[src/rtl/amd_pkg.sv]
// shared types, constants and helper functions of the min/max peak decimator
package amd_pkg;

    localparam int CNT_W      = 4;
    localparam int LEN_W      = 32;
    localparam int SAMPLE_W   = 16;
    localparam int BYTE_W     = 8;
    localparam int IDX_W      = 3;
    localparam int CH_W       = 5;
    localparam int STEP_W     = 38;
    localparam int POS_W      = 48;
    localparam int WEND_W     = 64;
    localparam int FRAC_W     = 16;
    localparam int CFG_IDX_W  = 4;
    localparam int CFG_DATA_W = 32;

    localparam logic [CFG_IDX_W-1:0] REG_CHANNEL_COUNT = CFG_IDX_W'(0);
    localparam logic [CFG_IDX_W-1:0] REG_WINDOW_LENGTH = CFG_IDX_W'(1);

    localparam logic [CNT_W-1:0]         RESET_CHANNEL_COUNT = 4'd2;
    localparam logic [LEN_W-1:0]         RESET_WINDOW_LENGTH = 32'd28901376;
    localparam logic signed [BYTE_W-1:0] PEAK_HIGH_INIT      = -8'sd128;
    localparam logic signed [BYTE_W-1:0] PEAK_LOW_INIT       = 8'sd127;
    localparam logic [POS_W-1:0]         POS_MAX             = {POS_W{1'b1}};

    typedef struct packed {
        logic [CH_W-1:0]   chans;
        logic [STEP_W-1:0] step;
        logic              restart;
        logic [STEP_W-1:0] restart_step;
    } amd_cfg_t;

    // channel count clamped into 1..max_ch
    function automatic logic [CH_W-1:0] eff_channels(input logic [CNT_W-1:0] count,
                                                     input logic [CH_W-1:0]  max_ch);
        logic [CH_W-1:0] c;
        c = {1'b0, count};
        if (c == '0)
        begin
            c = CH_W'(1);
        end
        if (c > max_ch)
        begin
            c = max_ch;
        end
        return c;
    endfunction

    // 2 * channels * window length, q22.16
    function automatic logic [STEP_W-1:0] win_step(input logic [CH_W-1:0]  chans,
                                                   input logic [LEN_W-1:0] wl);
        return STEP_W'(wl) * STEP_W'({chans, 1'b0});
    endfunction

endpackage

[src/rtl/amd_cfg.sv]
// configuration registers and window step computation
module amd_cfg #(
    parameter int MAX_CHANNELS = 8
) (
    input  logic                             clk,
    input  logic                             rst_n,
    input  logic                             cfg_write_en,
    input  logic [amd_pkg::CFG_IDX_W-1:0]    cfg_index,
    input  logic [amd_pkg::CFG_DATA_W-1:0]   cfg_data,
    output amd_pkg::amd_cfg_t                cfg
);
    import amd_pkg::*;

    localparam logic [CH_W-1:0]   MAX_CH      = CH_W'(MAX_CHANNELS);
    localparam logic [CH_W-1:0]   RESET_CHANS = eff_channels(RESET_CHANNEL_COUNT, MAX_CH);
    localparam logic [STEP_W-1:0] RESET_STEP  = win_step(RESET_CHANS, RESET_WINDOW_LENGTH);

    logic [CNT_W-1:0]  count_reg;
    logic [LEN_W-1:0]  wl_reg;
    logic [CH_W-1:0]   chans_reg;
    logic [STEP_W-1:0] step_reg;

    logic              wr_count;
    logic              wr_len;
    logic [CNT_W-1:0]  count_next;
    logic [LEN_W-1:0]  wl_next;
    logic [CH_W-1:0]   chans_next;
    logic [STEP_W-1:0] step_next;

    always_comb
    begin
        wr_count   = cfg_write_en && (cfg_index == REG_CHANNEL_COUNT);
        wr_len     = cfg_write_en && (cfg_index == REG_WINDOW_LENGTH);
        count_next = wr_count ? cfg_data[CNT_W-1:0] : count_reg;
        wl_next    = wr_len ? cfg_data[LEN_W-1:0] : wl_reg;
        chans_next = eff_channels(count_next, MAX_CH);
        step_next  = win_step(chans_next, wl_next);
    end

    always_ff @(posedge clk or negedge rst_n)
    begin
        if (!rst_n)
        begin
            count_reg <= RESET_CHANNEL_COUNT;
            wl_reg    <= RESET_WINDOW_LENGTH;
            chans_reg <= RESET_CHANS;
            step_reg  <= RESET_STEP;
        end
        else if (wr_count || wr_len)
        begin
            count_reg <= count_next;
            wl_reg    <= wl_next;
            chans_reg <= chans_next;
            step_reg  <= step_next;
        end
    end

    always_comb
    begin
        cfg.chans        = chans_reg;
        cfg.step         = step_reg;
        cfg.restart      = wr_count || wr_len;
        cfg.restart_step = step_next;
    end

endmodule

[src/rtl/amd_core.sv]
// per-channel peak tracking, window bookkeeping and result register
module amd_core #(
    parameter int MAX_CHANNELS = 8
) (
    input  logic                                clk,
    input  logic                                rst_n,
    input  amd_pkg::amd_cfg_t                   cfg,
    input  logic                                s1_valid,
    input  logic [amd_pkg::SAMPLE_W-1:0]        s1_sample,
    output logic                                take,
    output logic                                out_valid,
    input  logic                                out_stall,
    output logic [amd_pkg::IDX_W-1:0]           channel_index,
    output logic signed [amd_pkg::BYTE_W-1:0]   peak_high,
    output logic signed [amd_pkg::BYTE_W-1:0]   peak_low,
    output logic                                last
);
    import amd_pkg::*;

    localparam int CH_IDX_W = (MAX_CHANNELS > 1) ? $clog2(MAX_CHANNELS) : 1;
    localparam logic [CH_W-1:0]   MAX_CH      = CH_W'(MAX_CHANNELS);
    localparam logic [CH_W-1:0]   RESET_CHANS = eff_channels(RESET_CHANNEL_COUNT, MAX_CH);
    localparam logic [STEP_W-1:0] RESET_STEP  = win_step(RESET_CHANS, RESET_WINDOW_LENGTH);

    logic [CH_IDX_W-1:0]      cur_reg;
    logic [POS_W-1:0]         pos_reg;
    logic [WEND_W-1:0]        wend_reg;
    logic                     closes_reg;
    logic signed [BYTE_W-1:0] high_reg [MAX_CHANNELS];
    logic signed [BYTE_W-1:0] low_reg  [MAX_CHANNELS];

    logic                     out_valid_reg;
    logic [IDX_W-1:0]         idx_reg;
    logic signed [BYTE_W-1:0] hi_out_reg;
    logic signed [BYTE_W-1:0] lo_out_reg;
    logic                     last_reg;

    logic [CH_IDX_W-1:0]      ch;
    logic                     is_last;
    logic                     closes;
    logic signed [BYTE_W-1:0] s;
    logic signed [BYTE_W-1:0] hi_new;
    logic signed [BYTE_W-1:0] lo_new;
    logic [POS_W:0]           frame_end;
    logic [WEND_W:0]          wend_sum;
    logic [WEND_W-1:0]        wend_next;
    logic [POS_W-1:0]         pos_next;
    logic [CH_IDX_W-1:0]      cur_next;

    always_comb
    begin
        take    = s1_valid && (!out_valid_reg || !out_stall);
        ch      = (CH_W'(cur_reg) >= cfg.chans) ? '0 : cur_reg;
        is_last = (CH_W'(ch) + CH_W'(1)) >= cfg.chans;
        cur_next = is_last ? '0 : ch + CH_IDX_W'(1);

        // a frame decides at its first channel whether it closes the window
        frame_end = {1'b0, pos_reg} + (POS_W + 1)'({cfg.chans, 1'b0});
        if (ch == '0)
        begin
            closes = frame_end >= (POS_W + 1)'(wend_reg[WEND_W-1:FRAC_W]);
        end
        else
        begin
            closes = closes_reg;
        end

        s      = s1_sample[SAMPLE_W-1:SAMPLE_W-BYTE_W];
        hi_new = (s > high_reg[ch]) ? s : high_reg[ch];
        lo_new = (s < low_reg[ch]) ? s : low_reg[ch];

        wend_sum  = {1'b0, wend_reg} + (WEND_W + 1)'(cfg.step);
        wend_next = wend_sum[WEND_W] ? {WEND_W{1'b1}} : wend_sum[WEND_W-1:0];
        pos_next  = (pos_reg >= POS_MAX - POS_W'(1)) ? POS_MAX : pos_reg + POS_W'(2);
    end

    always_ff @(posedge clk or negedge rst_n)
    begin
        if (!rst_n)
        begin
            cur_reg    <= '0;
            pos_reg    <= '0;
            wend_reg   <= WEND_W'(RESET_STEP);
            closes_reg <= 1'b0;
            for (int k = 0; k < MAX_CHANNELS; k++)
            begin
                high_reg[k] <= PEAK_HIGH_INIT;
                low_reg[k]  <= PEAK_LOW_INIT;
            end
        end
        else if (cfg.restart)
        begin
            cur_reg    <= '0;
            pos_reg    <= '0;
            wend_reg   <= WEND_W'(cfg.restart_step);
            closes_reg <= 1'b0;
            for (int k = 0; k < MAX_CHANNELS; k++)
            begin
                high_reg[k] <= PEAK_HIGH_INIT;
                low_reg[k]  <= PEAK_LOW_INIT;
            end
        end
        else if (take)
        begin
            cur_reg    <= cur_next;
            pos_reg    <= pos_next;
            closes_reg <= closes;
            if (closes)
            begin
                high_reg[ch] <= PEAK_HIGH_INIT;
                low_reg[ch]  <= PEAK_LOW_INIT;
                if (is_last)
                begin
                    wend_reg <= wend_next;
                end
            end
            else
            begin
                high_reg[ch] <= hi_new;
                low_reg[ch]  <= lo_new;
            end
        end
    end

    // result register: freed by the receiver or refilled by the next item
    always_ff @(posedge clk or negedge rst_n)
    begin
        if (!rst_n)
        begin
            out_valid_reg <= 1'b0;
        end
        else if (take)
        begin
            out_valid_reg <= closes;
        end
        else if (!out_stall)
        begin
            out_valid_reg <= 1'b0;
        end
    end

    always_ff @(posedge clk)
    begin
        if (take && closes)
        begin
            idx_reg    <= IDX_W'(ch);
            hi_out_reg <= hi_new;
            lo_out_reg <= lo_new;
            last_reg   <= is_last;
        end
    end

    assign out_valid     = out_valid_reg;
    assign channel_index = idx_reg;
    assign peak_high     = hi_out_reg;
    assign peak_low      = lo_out_reg;
    assign last          = last_reg;

endmodule

[src/rtl/audio_minmax_decimator_top.sv]
// top level of the min/max peak decimator
// usage:
//  - input channel: pcm_sample with in_valid/in_stall, channels interleaved 0..C-1;
//    a transaction completes on a rising edge with in_valid high and in_stall low
//  - output channel: one window summary (channel_index, peak_high, peak_low, last)
//    per sample of a frame that closes a window, with out_valid/out_stall
//  - configuration: cfg_write_en, cfg_index, cfg_data; register 0 is the channel
//    count, register 1 the window length in q16.16; either write restarts the stream
//  - path: a sample's summary passes the input register, then the result register
//  - throughput: one sample per cycle unless out_stall holds a summary; the
//    per-sample compare, 49-bit window compare and 64-bit window advance sit
//    between the input and result registers
//  - reset clears the stream, the per-channel peaks and restores default settings
//  - while out_stall holds a summary, the input register still drains samples
//    until one is waiting; in_stall then rises until the summary is taken
module audio_minmax_decimator_top #(
    parameter int MAX_CHANNELS = 8
) (
    input  logic                                clk,
    input  logic                                rst_n,
    input  logic                                cfg_write_en,
    input  logic [amd_pkg::CFG_IDX_W-1:0]       cfg_index,
    input  logic [amd_pkg::CFG_DATA_W-1:0]      cfg_data,
    input  logic                                in_valid,
    output logic                                in_stall,
    input  logic signed [amd_pkg::SAMPLE_W-1:0] pcm_sample,
    output logic                                out_valid,
    input  logic                                out_stall,
    output logic [amd_pkg::IDX_W-1:0]           channel_index,
    output logic signed [amd_pkg::BYTE_W-1:0]   peak_high,
    output logic signed [amd_pkg::BYTE_W-1:0]   peak_low,
    output logic                                last
);
    import amd_pkg::*;

    amd_cfg_t            cfg;
    logic                s1_valid_reg;
    logic [SAMPLE_W-1:0] s1_sample_reg;
    logic                take;

    amd_cfg #(
        .MAX_CHANNELS(MAX_CHANNELS)
    ) u_cfg (
        .clk          (clk),
        .rst_n        (rst_n),
        .cfg_write_en (cfg_write_en),
        .cfg_index    (cfg_index),
        .cfg_data     (cfg_data),
        .cfg          (cfg)
    );

    assign in_stall = s1_valid_reg && !take;

    // input register
    always_ff @(posedge clk or negedge rst_n)
    begin
        if (!rst_n)
        begin
            s1_valid_reg <= 1'b0;
        end
        else if (!s1_valid_reg || take)
        begin
            s1_valid_reg <= in_valid;
        end
    end

    always_ff @(posedge clk)
    begin
        if (in_valid && !in_stall)
        begin
            s1_sample_reg <= pcm_sample;
        end
    end

    amd_core #(
        .MAX_CHANNELS(MAX_CHANNELS)
    ) u_core (
        .clk           (clk),
        .rst_n         (rst_n),
        .cfg           (cfg),
        .s1_valid      (s1_valid_reg),
        .s1_sample     (s1_sample_reg),
        .take          (take),
        .out_valid     (out_valid),
        .out_stall     (out_stall),
        .channel_index (channel_index),
        .peak_high     (peak_high),
        .peak_low      (peak_low),
        .last          (last)
    );

endmodule

[config.mk]
export PLATFORM = sky130hd
export DESIGN_NAME = audio_minmax_decimator_top
export DESIGN_NICKNAME = d
export VERILOG_FILES = /design/src/rtl/amd_pkg.sv /design/src/rtl/amd_cfg.sv /design/src/rtl/amd_core.sv /design/src/rtl/audio_minmax_decimator_top.sv
export SDC_FILE = /design/constraint.sdc
export NUM_CORES = 1
export LEC_CHECK = 0
export ABC_AREA = 1
export BUFFER_PORTS_ARGS = -buffer_cell sky130_fd_sc_hd__buf_2
export CAP_MARGIN = 20
export CORE_MARGIN = 5
export CORE_UTILIZATION = 40
export DETAILED_ROUTE_END_ITERATION = 16
export PLACE_DENSITY = 0.62
export SYNTH_ARGS = -nofsm -noshare
export SYNTH_HDL_FRONTEND = slang
export SYNTH_SLANG_ARGS = --single-unit
[constraint.sdc]
create_clock -name clk -period 4.5 [get_ports clk]
set_input_delay 1.125 -clock clk [delete_from_list [all_inputs] [get_ports clk]]
set_output_delay 1.125 -clock clk [all_outputs]
set_load 0.01 [all_outputs]
==> results of run 1 <==
## area by class of cell
type                            count  area share [%]
Timing Repair inverter              4           0.118
Multi-Input combinational cell   2654            48.9
Inverter                          609            6.49
Tap cell                          873            3.03
Sequential cell                   349            24.9
Clock buffer                       54            3.36
Clock inverter                     30           0.910
Timing Repair Buffer              489            12.3
## cells in the final DEF (no fill, tap or decap), types with 35 or more instances in the layout
cell type and count:
inv_1 570, xor2_1 101, nand4_1 36, a21oi_2 74, clkbuf_16 56, o21ai_0 204
a21oi_1 171, nor2_1 301, nand2_1 734, buf_6 35, dfrtp_1 237, nand3_1 121
o22ai_2 44, o21ai_2 73, buf_4 325, o21ai_1 80, fa_1 60, nor3_1 55
buf_2 68, nand2_2 92, dfstp_2 84, ha_1 126
## cells by family after synthesis
family | after synthesis | synth area share, %
AO/OA/AOI/OAI | 791 | 16.4
XOR/XNOR | 128 | 4.18
adder cells (fa/ha/maj) | 215 | 11.8
buffers and inverters | 708 | 10.2
flip-flops | 349 | 33.5
AND/OR/NAND/NOR | 1520 | 24.1
## through the flow
step | cell area, um^2 | TNS [ns] | setup slack [ns] | utilization, % | instances
floorplan | 27100 | -16.27 | -0.614 | - | 3711
global placement | 31000 | -69.45 | -1.09 | 46.3 | 4901
detailed placement | 31000 | -76.38 | -1.15 | 46.3 | 4901
CTS | 33400 | -2.42 | -0.156 | 49.9 | 5012
global route | 36000 | -51.11 | -0.508 | 53.8 | 5062
finish | 36000 | -11.61 | -0.214 | 53.8 | 5062
## per-layer routing
metal	GRT usage (%)	share of wire, %	vias up
met4	4.50	2.1	0
li1	-	-	13000
met2	36.3	45	869
met1	34.2	47	12800
met5	0	0	-
met3	2.51	6.0	136
## worst min-delay path, cell delays in order, from the launching register on
cell     delay (ns)
dfstp_2        0.37
nand2_1        0.05
nand2_1        0.05
## worst max path at each step
stage | depth (start not counted) | end | start
2_1_floorplan | 30 | u_core.wend_reg[26] | cfg_index[2]
3_3_place_gp | 28 | u_core.wend_reg[36] | cfg_index[2]
3_5_place_dp | 28 | u_core.wend_reg[36] | cfg_index[2]
4_1_cts | 30 | u_core.wend_reg[31] | cfg_index[3]
5_1_grt | 30 | u_core.wend_reg[33] | cfg_index[3]
6_report | 28 | u_core.wend_reg[31] | cfg_index[3]
## synth_stat cells (4+ instances only)
| library cell | number | area [um^2] |
|---|---|---|
| nor2_4 | 4 | 45.0 |
| buf_2 | 30 | 150 |
| xor2_1 | 109 | 955 |
| nor2_2 | 4 | 25.0 |
| nand3_2 | 5 | 50.1 |
| a31oi_1 | 25 | 156 |
| fa_1 | 62 | 1240 |
| nor3_1 | 59 | 295 |
| ha_1 | 153 | 1910 |
| or2_2 | 8 | 50.1 |
| clkbuf_1 | 60 | 225 |
| xnor2_1 | 19 | 166 |
| inv_2 | 13 | 48.8 |
| o211ai_1 | 14 | 105 |
| a21boi_0 | 4 | 30.0 |
| nand4_1 | 36 | 225 |
| nand2_2 | 5 | 31.3 |
| o21a_1 | 8 | 60.1 |
| o21bai_1 | 6 | 45.0 |
| a21oi_2 | 19 | 166 |
| a21o_1 | 14 | 105 |
| o22ai_1 | 76 | 475 |
| dfstp_2 | 84 | 2210 |
| nor4_1 | 20 | 125 |
| dfrtp_1 | 237 | 5930 |
| inv_1 | 592 | 2220 |
| o21ai_0 | 287 | 1440 |
| nand2_4 | 5 | 56.3 |
| o21ai_1 | 73 | 365 |
| a21oi_1 | 232 | 1160 |
| nand3_1 | 141 | 706 |
| nand2_1 | 856 | 3210 |
| nand3_4 | 10 | 175 |
| a211oi_1 | 5 | 37.5 |
| edfxtp_1 | 28 | 841 |
| nor2_1 | 349 | 1310 |
| a221oi_1 | 13 | 114 |
## what timing repair did
| action | CTS | global route |
|---|---|---|
| gates cloned | 3 | 17 |
| pin swaps | 53 | 119 |
| buffers inserted | 24 | 39 |
| setup endpoints to repair | 231 | 251 |
| gates resized for setup | 138 | 508 |
==> reports/metrics.csv, run 1 <==
stage,metric,value,unit
placed_design,IO Port Bufs,70,
drt,DRT iter0 DRCs,2205,
yosys,Synth warnings,0,
sta,Setup-failing EPs final,146,
cts,CTS sink cnt,349,
global_routing,initial antenna violation count,0,
run,max_cap viols,0,
min_path,Min-Delay Path Class,flop to flop,
setup_path,crit path kind,primary input to flop,
placed_design,GPL Wtd Cong,0.948,
yosys,Cells after Synth,3711,
setup_path,reg2reg end,u_core.wend_reg[34],
yosys,syn_nets,3983,
setup_path,CP Launch Type,primary input,
floorplanning,site row count,95,
layout,Sequential Area,8980,um^2
cts,"CTS clk-pin slew, worst paths",0.06,ns
cts,cts bufs inserted,45,
cts,hold_buf cts,0,
layout,area occupied by multi-input gates,17600,um^2
global_routing,largest net degree at the start of global routing,112,
sta,fin crit period,4.71,ns
drt,Pre-antenna DRT Iters,6,
floorplanning,Core ar.,66900,um^2
setup_path,Reg2Reg Setup Slack,-0.12,ns
min_path,Hold Path Origin,u_cfg.step_reg[18],
cts,CTS Root Cell,clkbuf_16,
min_path,WHS Path Cells,2,
setup_path,endpoint class of the critical path,flop,
cts,Skew-Pair Late Insertion Delay,0.61,ns
cts,worst-case clock buffer depth,3,
setup_path,reg2reg path depth,32,
sta,worst slew pin tran,1.01,ns
drt,Vias/cell,5.29,
layout,fillers,6265,
layout,# diodes,0,
global_routing,total congestion overflow,0,
run_status,failing checks,setup timing,
setup_path,Arrival @ worst endpoint,5.22,ns
placed_design,HPWL Detailed,62900,um
yosys,sequential share of the synthesized area,33.5,%
global_routing,first-pass GRT wire length,135000,um
sta,Final Hold Fails,0,
setup_path,Worst EP required,5.01,ns
sta,fin crit share,105,%
min_path,WHS Endpoint,u_cfg.step_reg[18],
setup_path,CP Buf/Inv Count,8,
floorplanning,die height,269,um
global_routing,gr usage total,22.9,%
layout,nets@finish,4424,
floorplanning,die area,72400,um^2
floorplanning,# IOs,79,
floorplanning,Initial Util,40.1,%
drt,total wire length,88600,um
global_routing,number of global-route vias before repair,25100,
setup_path,FF-to-FF Start,u_core.pos_reg[1],
setup_path,largest stage delay on the critical path,0.53,ns
sta,RSZ-0062 raised after global routing,true,
drt,post-route ant nets,0,
yosys,Post-synth EDFFs,28,
sta,Worst Clk Skew,0.0424,ns
sta,fin worst setup slack,-0.214,ns
layout,area grow syn2layout,34.2,%
run_status,status,"finished, violations left",
yosys,#FFs+latches synth,349,
setup_path,slowest stage cell on the critical path,fa_1,
yosys,"Distinct cells, synth",61,
yosys,ys async rst share,92.0,%
setup_path,CP dominant cell by count,nor2_4,
sta,WHS,0.474,ns
setup_path,worst-path maximum fanout,16,
layout,layout cell share with drive strength beyond 1,28.6,%
yosys,"Top FF cell, synth",dfrtp_1,
sta,Slew Limit Fails,0,
drt,DRC viols,0,
cts,CTS tree,yes,
cts,H-tree levels,2,
sta,Max-slew headroom,32.9,%
yosys,average size of a mapped cell,7.23,um^2
yosys,synthesized area,26800,um^2
floorplanning,die extent in x,269,um
drt,via count,26800,
drt,wire length per cell,17.5,um
sta,FMAX,212,MHz
setup_path,"delay-heaviest family, CP",adder cells,
Power of run 1 is not shown: default switching activity piles up to over one toggle a cycle in this logic, so the estimate is an artifact.
==> run 2, diff against run 1 <==
ABC_AREA = 0   (was 1)
==> reports/metrics.csv, run 2 <==
stage,metric,value,unit,change
yosys,Synth warnings,0,,unchanged
layout,area grow syn2layout,33.4,%,was 34.2%
drt,Pre-antenna DRT Iters,5,,was 6
yosys,adder-cell share of the synthesized area,12.9,%,was 11.8%
yosys,ys async rst share,92.0,%,unchanged
global_routing,number of global-route vias before repair,23500,,"was 25,100"
setup_path,Reg2Reg Setup Slack,-0.42,ns,was -0.12 ns
pwr,VDD IR max,0.000350,V,
pwr,Power Density,595,nW/um^2,
placed_design,HPWL Detailed,56000,um,"was 62,900 um"
drt,via count,23100,,"was 26,800"
pwr,leakage,15.3,nW,
cts,"CTS clk-pin slew, worst paths",0.06,ns,about the same
layout,# diodes,0,,unchanged
yosys,Yosys top cell area share,24.2,%,was 22.1%
global_routing,first-pass GRT wire length,125000,um,"was 135,000 um"
setup_path,Arrival @ worst endpoint,5.94,ns,was 5.22 ns
floorplanning,site row count,90,,was 95
yosys,synthesized area,24500,um^2,"was 26,800 um^2"
placed_design,GPL Wtd Cong,0.933,,was 0.948
cts,Skew-Pair Late Insertion Delay,0.59,ns,was 0.61 ns
yosys,largest family of logic cells by synthesized area,compound AO/OA/AOI/OAI gates,,was simple AND/OR/NAND/NOR gates
drt,DRT iter0 DRCs,1920,,"was 2,205"
run_status,failing checks,setup timing,,unchanged
cts,CTS tree,yes,,unchanged
yosys,#FFs+latches synth,349,,unchanged
global_routing,gr usage total,22.8,%,was 22.9%
sta,fin worst setup slack,-1.01,ns,was -0.214 ns
placed_design,pre-CTS setup slack,-1.66,ns,was -1.15 ns
layout,"commonest cells after routing, fill and taps aside","365 x buf_4, 259 x nand2_1, 253 x nor2_1, 234 x dfrtp_1, 227 x inv_1",,"was 734 x nand2_1, 570 x inv_1, 325 x buf_4, 301 x nor2_1, 237 x dfrtp_1"
cts,CTS sink cnt,349,,unchanged
setup_path,crit path kind,primary input to flop,,unchanged
yosys,Cells after Synth,2757,,"was 3,711"
sta,Worst Clk Skew,0.0218,ns,was 0.0424 ns
drt,wire length per cell,19.6,um,was 17.5 um
setup_path,worst-path maximum fanout,4,,was 16
floorplanning,die extent in x,257,um,was 269 um
sta,Final TNS setup,-97.70,ns,was -11.61 ns
sta,Setup-failing EPs final,243,,was 146
setup_path,slowest stage cell on the critical path,or4b_4,,was fa_1
cts,H-tree levels,2,,unchanged
setup_path,endpoint class of the critical path,flop,,unchanged
yosys,"top cells by count, synth","282 x nor2_1, 281 x nand2_1, 239 x inv_1",,"was 856 x nand2_1, 592 x inv_1, 349 x nor2_1"
setup_path,cell breakdown of the critical path,buf_6 > or4b_4 > nor2_4 > mux2i_4 > buf_6 > buf_4 > nor2_1 > fa_1 > inv_1 > fa_1 > inv_2 > ha_4 > nand2_4 > nor4_4 > o211ai_1 > a41oi_4 > a221oi_4 > buf_4 > o21ai_4 > a21oi_2 > and3b_1 > o21ai_1,,
yosys,post-synthesis compound-gate area fraction,19.7,%,was 16.4%
run_status,status,"finished, violations left",,unchanged
layout,"commonest non-fill, non-tap cell in the layout",buf_4,,was nand2_1
floorplanning,# IOs,79,,unchanged
drt,Vias/cell,5.77,,was 5.29
layout,Sequential Area,8980,um^2,about the same
sta,Max-slew headroom,35.6,%,was 32.9%
setup_path,reg2reg path depth,22,,was 32
cts,CTS Root Cell,clkbuf_16,,unchanged
run,max_cap viols,0,,unchanged
floorplanning,Initial Util,40.5,%,was 40.1%
setup_path,CP Launch Type,primary input,,unchanged
drt,post-route ant nets,0,,unchanged
sta,fin crit share,122,%,was 105%
sta,RSZ-0062 raised after global routing,true,,unchanged
floorplanning,die area,66300,um^2,"was 72,400 um^2"
min_path,WHS Path Cells,2,,unchanged
yosys,"Top FF cell, synth",dfrtp_1,,unchanged
layout,nets@finish,3460,,"was 4,424"
sta,Slew Limit Fails,0,,unchanged
sta,fin crit period,5.51,ns,was 4.71 ns
sta,worst slew pin tran,0.962,ns,was 1.01 ns
sta,WHS,0.462,ns,was 0.474 ns
yosys,sequential share of the synthesized area,36.6,%,was 33.5%
yosys,mux cell area share after synthesis,3.48,%,was 0%
global_routing,largest net degree at the start of global routing,77,,was 112
layout,"Non-Filler Cell Area, Final",32700,um^2,"was 36,000 um^2"
setup_path,Worst EP required,4.93,ns,was 5.01 ns
yosys,"count leader, synth",nor2_1,,was nand2_1
min_path,Min-Delay Path Class,flop to flop,,unchanged
sta,Final Hold Fails,0,,unchanged
floorplanning,die height,257,um,was 269 um
layout,area occupied by multi-input gates,16100,um^2,"was 17,600 um^2"
layout,fillers,5263,,"was 6,265"
yosys,Post-synth EDFFs,28,,unchanged
yosys,average size of a mapped cell,8.89,um^2,was 7.23 um^2
yosys,post-synthesis simple-gate area fraction,17.2,%,was 24.1%
drt,DRC viols,0,,unchanged
drt,total wire length,78600,um,"was 88,600 um"
layout,layout cell share with drive strength beyond 1,32.1,%,was 28.6%
global_routing,total congestion overflow,0,,unchanged
yosys,syn_nets,3029,,"was 3,983"
global_routing,initial antenna violation count,0,,unchanged
setup_path,largest stage delay on the critical path,0.57,ns,was 0.53 ns
yosys,xor/xnor cell area share of the yosys netlist,4.25,%,was 4.18%
cts,worst-case clock buffer depth,3,,unchanged
yosys,Area contributors post-synth,"dfrtp_1 24%, dfstp_2 9.0%, ha_1 7.8%",,"was dfrtp_1 22%, nand2_1 12%, inv_1 8.3%"
cts,cts bufs inserted,43,,was 45
yosys,Synth area leader,dfrtp_1,,unchanged
placed_design,DP Area,28700,um^2,"was 31,000 um^2"
sta,FMAX,181,MHz,was 212 MHz
placed_design,IO Port Bufs,70,,unchanged
yosys,"Distinct cells, synth",90,,was 61
floorplanning,Core ar.,60500,um^2,"was 66,900 um^2"
## run 2: cell count changes in the layout (fill, tap and decap cells not counted), sizes merged, moves of 37 or more
cell	previous run	this run
mux2i	0	65
inv	608	239
o22ai	76	19
xnor2	19	66
a21o	14	51
nand3	156	72
a22o	0	50
a21oi	251	198
nand2	866	282
o21ai	362	133
xor2	109	53
nor2	357	283
## run 2: through the flow
stage          utilization (%)  power (W)  std cells
2_1_floorplan                -     0.0108       2757
3_3_place_gp              47.4     0.0140       3859
3_5_place_dp              47.4     0.0142       3860
4_1_cts                   52.3     0.0187       3978
5_1_grt                   54.0     0.0207       4005
6_report                  54.0     0.0194       4005
## run 2: cell type report
class	count	area share, %
inverters	241	2.81
clock buffers	60	3.68
multi-input cells	2037	49.4
clock inverters	20	0.743
repair buffers	516	12.9
well taps	782	2.99
flip-flops and latches	349	27.5
## run 2: power by group
| part | switching, W | internal (W) |
|---|---|---|
| registers | 0.000484 | 0.00411 |
| clock network | 0.00147 | 0.00211 |
| logic | 0.00637 | 0.00492 |
| total | 0.00832 | 0.0111 |
## run 2: repair_timing
action,in CTS,in global routing
endpoints found under the setup margin,251,259
resized for setup,273,179
pin swaps,219,112
cloned,3,7
buffers inserted,37,29
hold buffers,0,0
hold endpoints to repair,0,0
## run 2: final timing paths
kind / start / to
min in group asynchronous: rst_n / u_cfg.step_reg[3]
min reg2reg: u_cfg.step_reg[22] / u_cfg.step_reg[22]
min: u_cfg.step_reg[22] / u_cfg.step_reg[22]
max reg2reg: u_cfg.chans_reg[1] / u_core.high_reg[16]
max: cfg_index[2] / u_core.wend_reg[36]
max in group asynchronous: rst_n / u_core.pos_reg[34]
## run 2: routing by layer
layer / up-vias / GRT usage [%] / wire length, um
li1: 10700 / - / -
met1: 11500 / 30.6 / 33700
met2: 781 / 38.7 / 38000
met3: 161 / 3.24 / 4630
met4: 0 / 6.44 / 2330
met5: - / 0 / 0
## run 2: critical path, delay by kind of cell
kind | cells | cell delay (ns)
mux | 1 | 0.36
buf+inv | 6 | 0.65
fa+ha+maj | 3 | 1.38
compound gates | 6 | 0.91
simple gates | 6 | 1.50
## run 2: kinds of logic (layout without fill, tap and decap cells)
group | after synthesis | in the layout
AO/OA/AOI/OAI | 719 | 719
XOR/XNOR | 119 | 119
adder cells (fa/ha/maj) | 215 | 215
buffers and inverters | 374 | 837
flip-flops | 349 | 349
multiplexers | 82 | 85
AND/OR/NAND/NOR | 899 | 899
(Power assumes the default switching activity.)
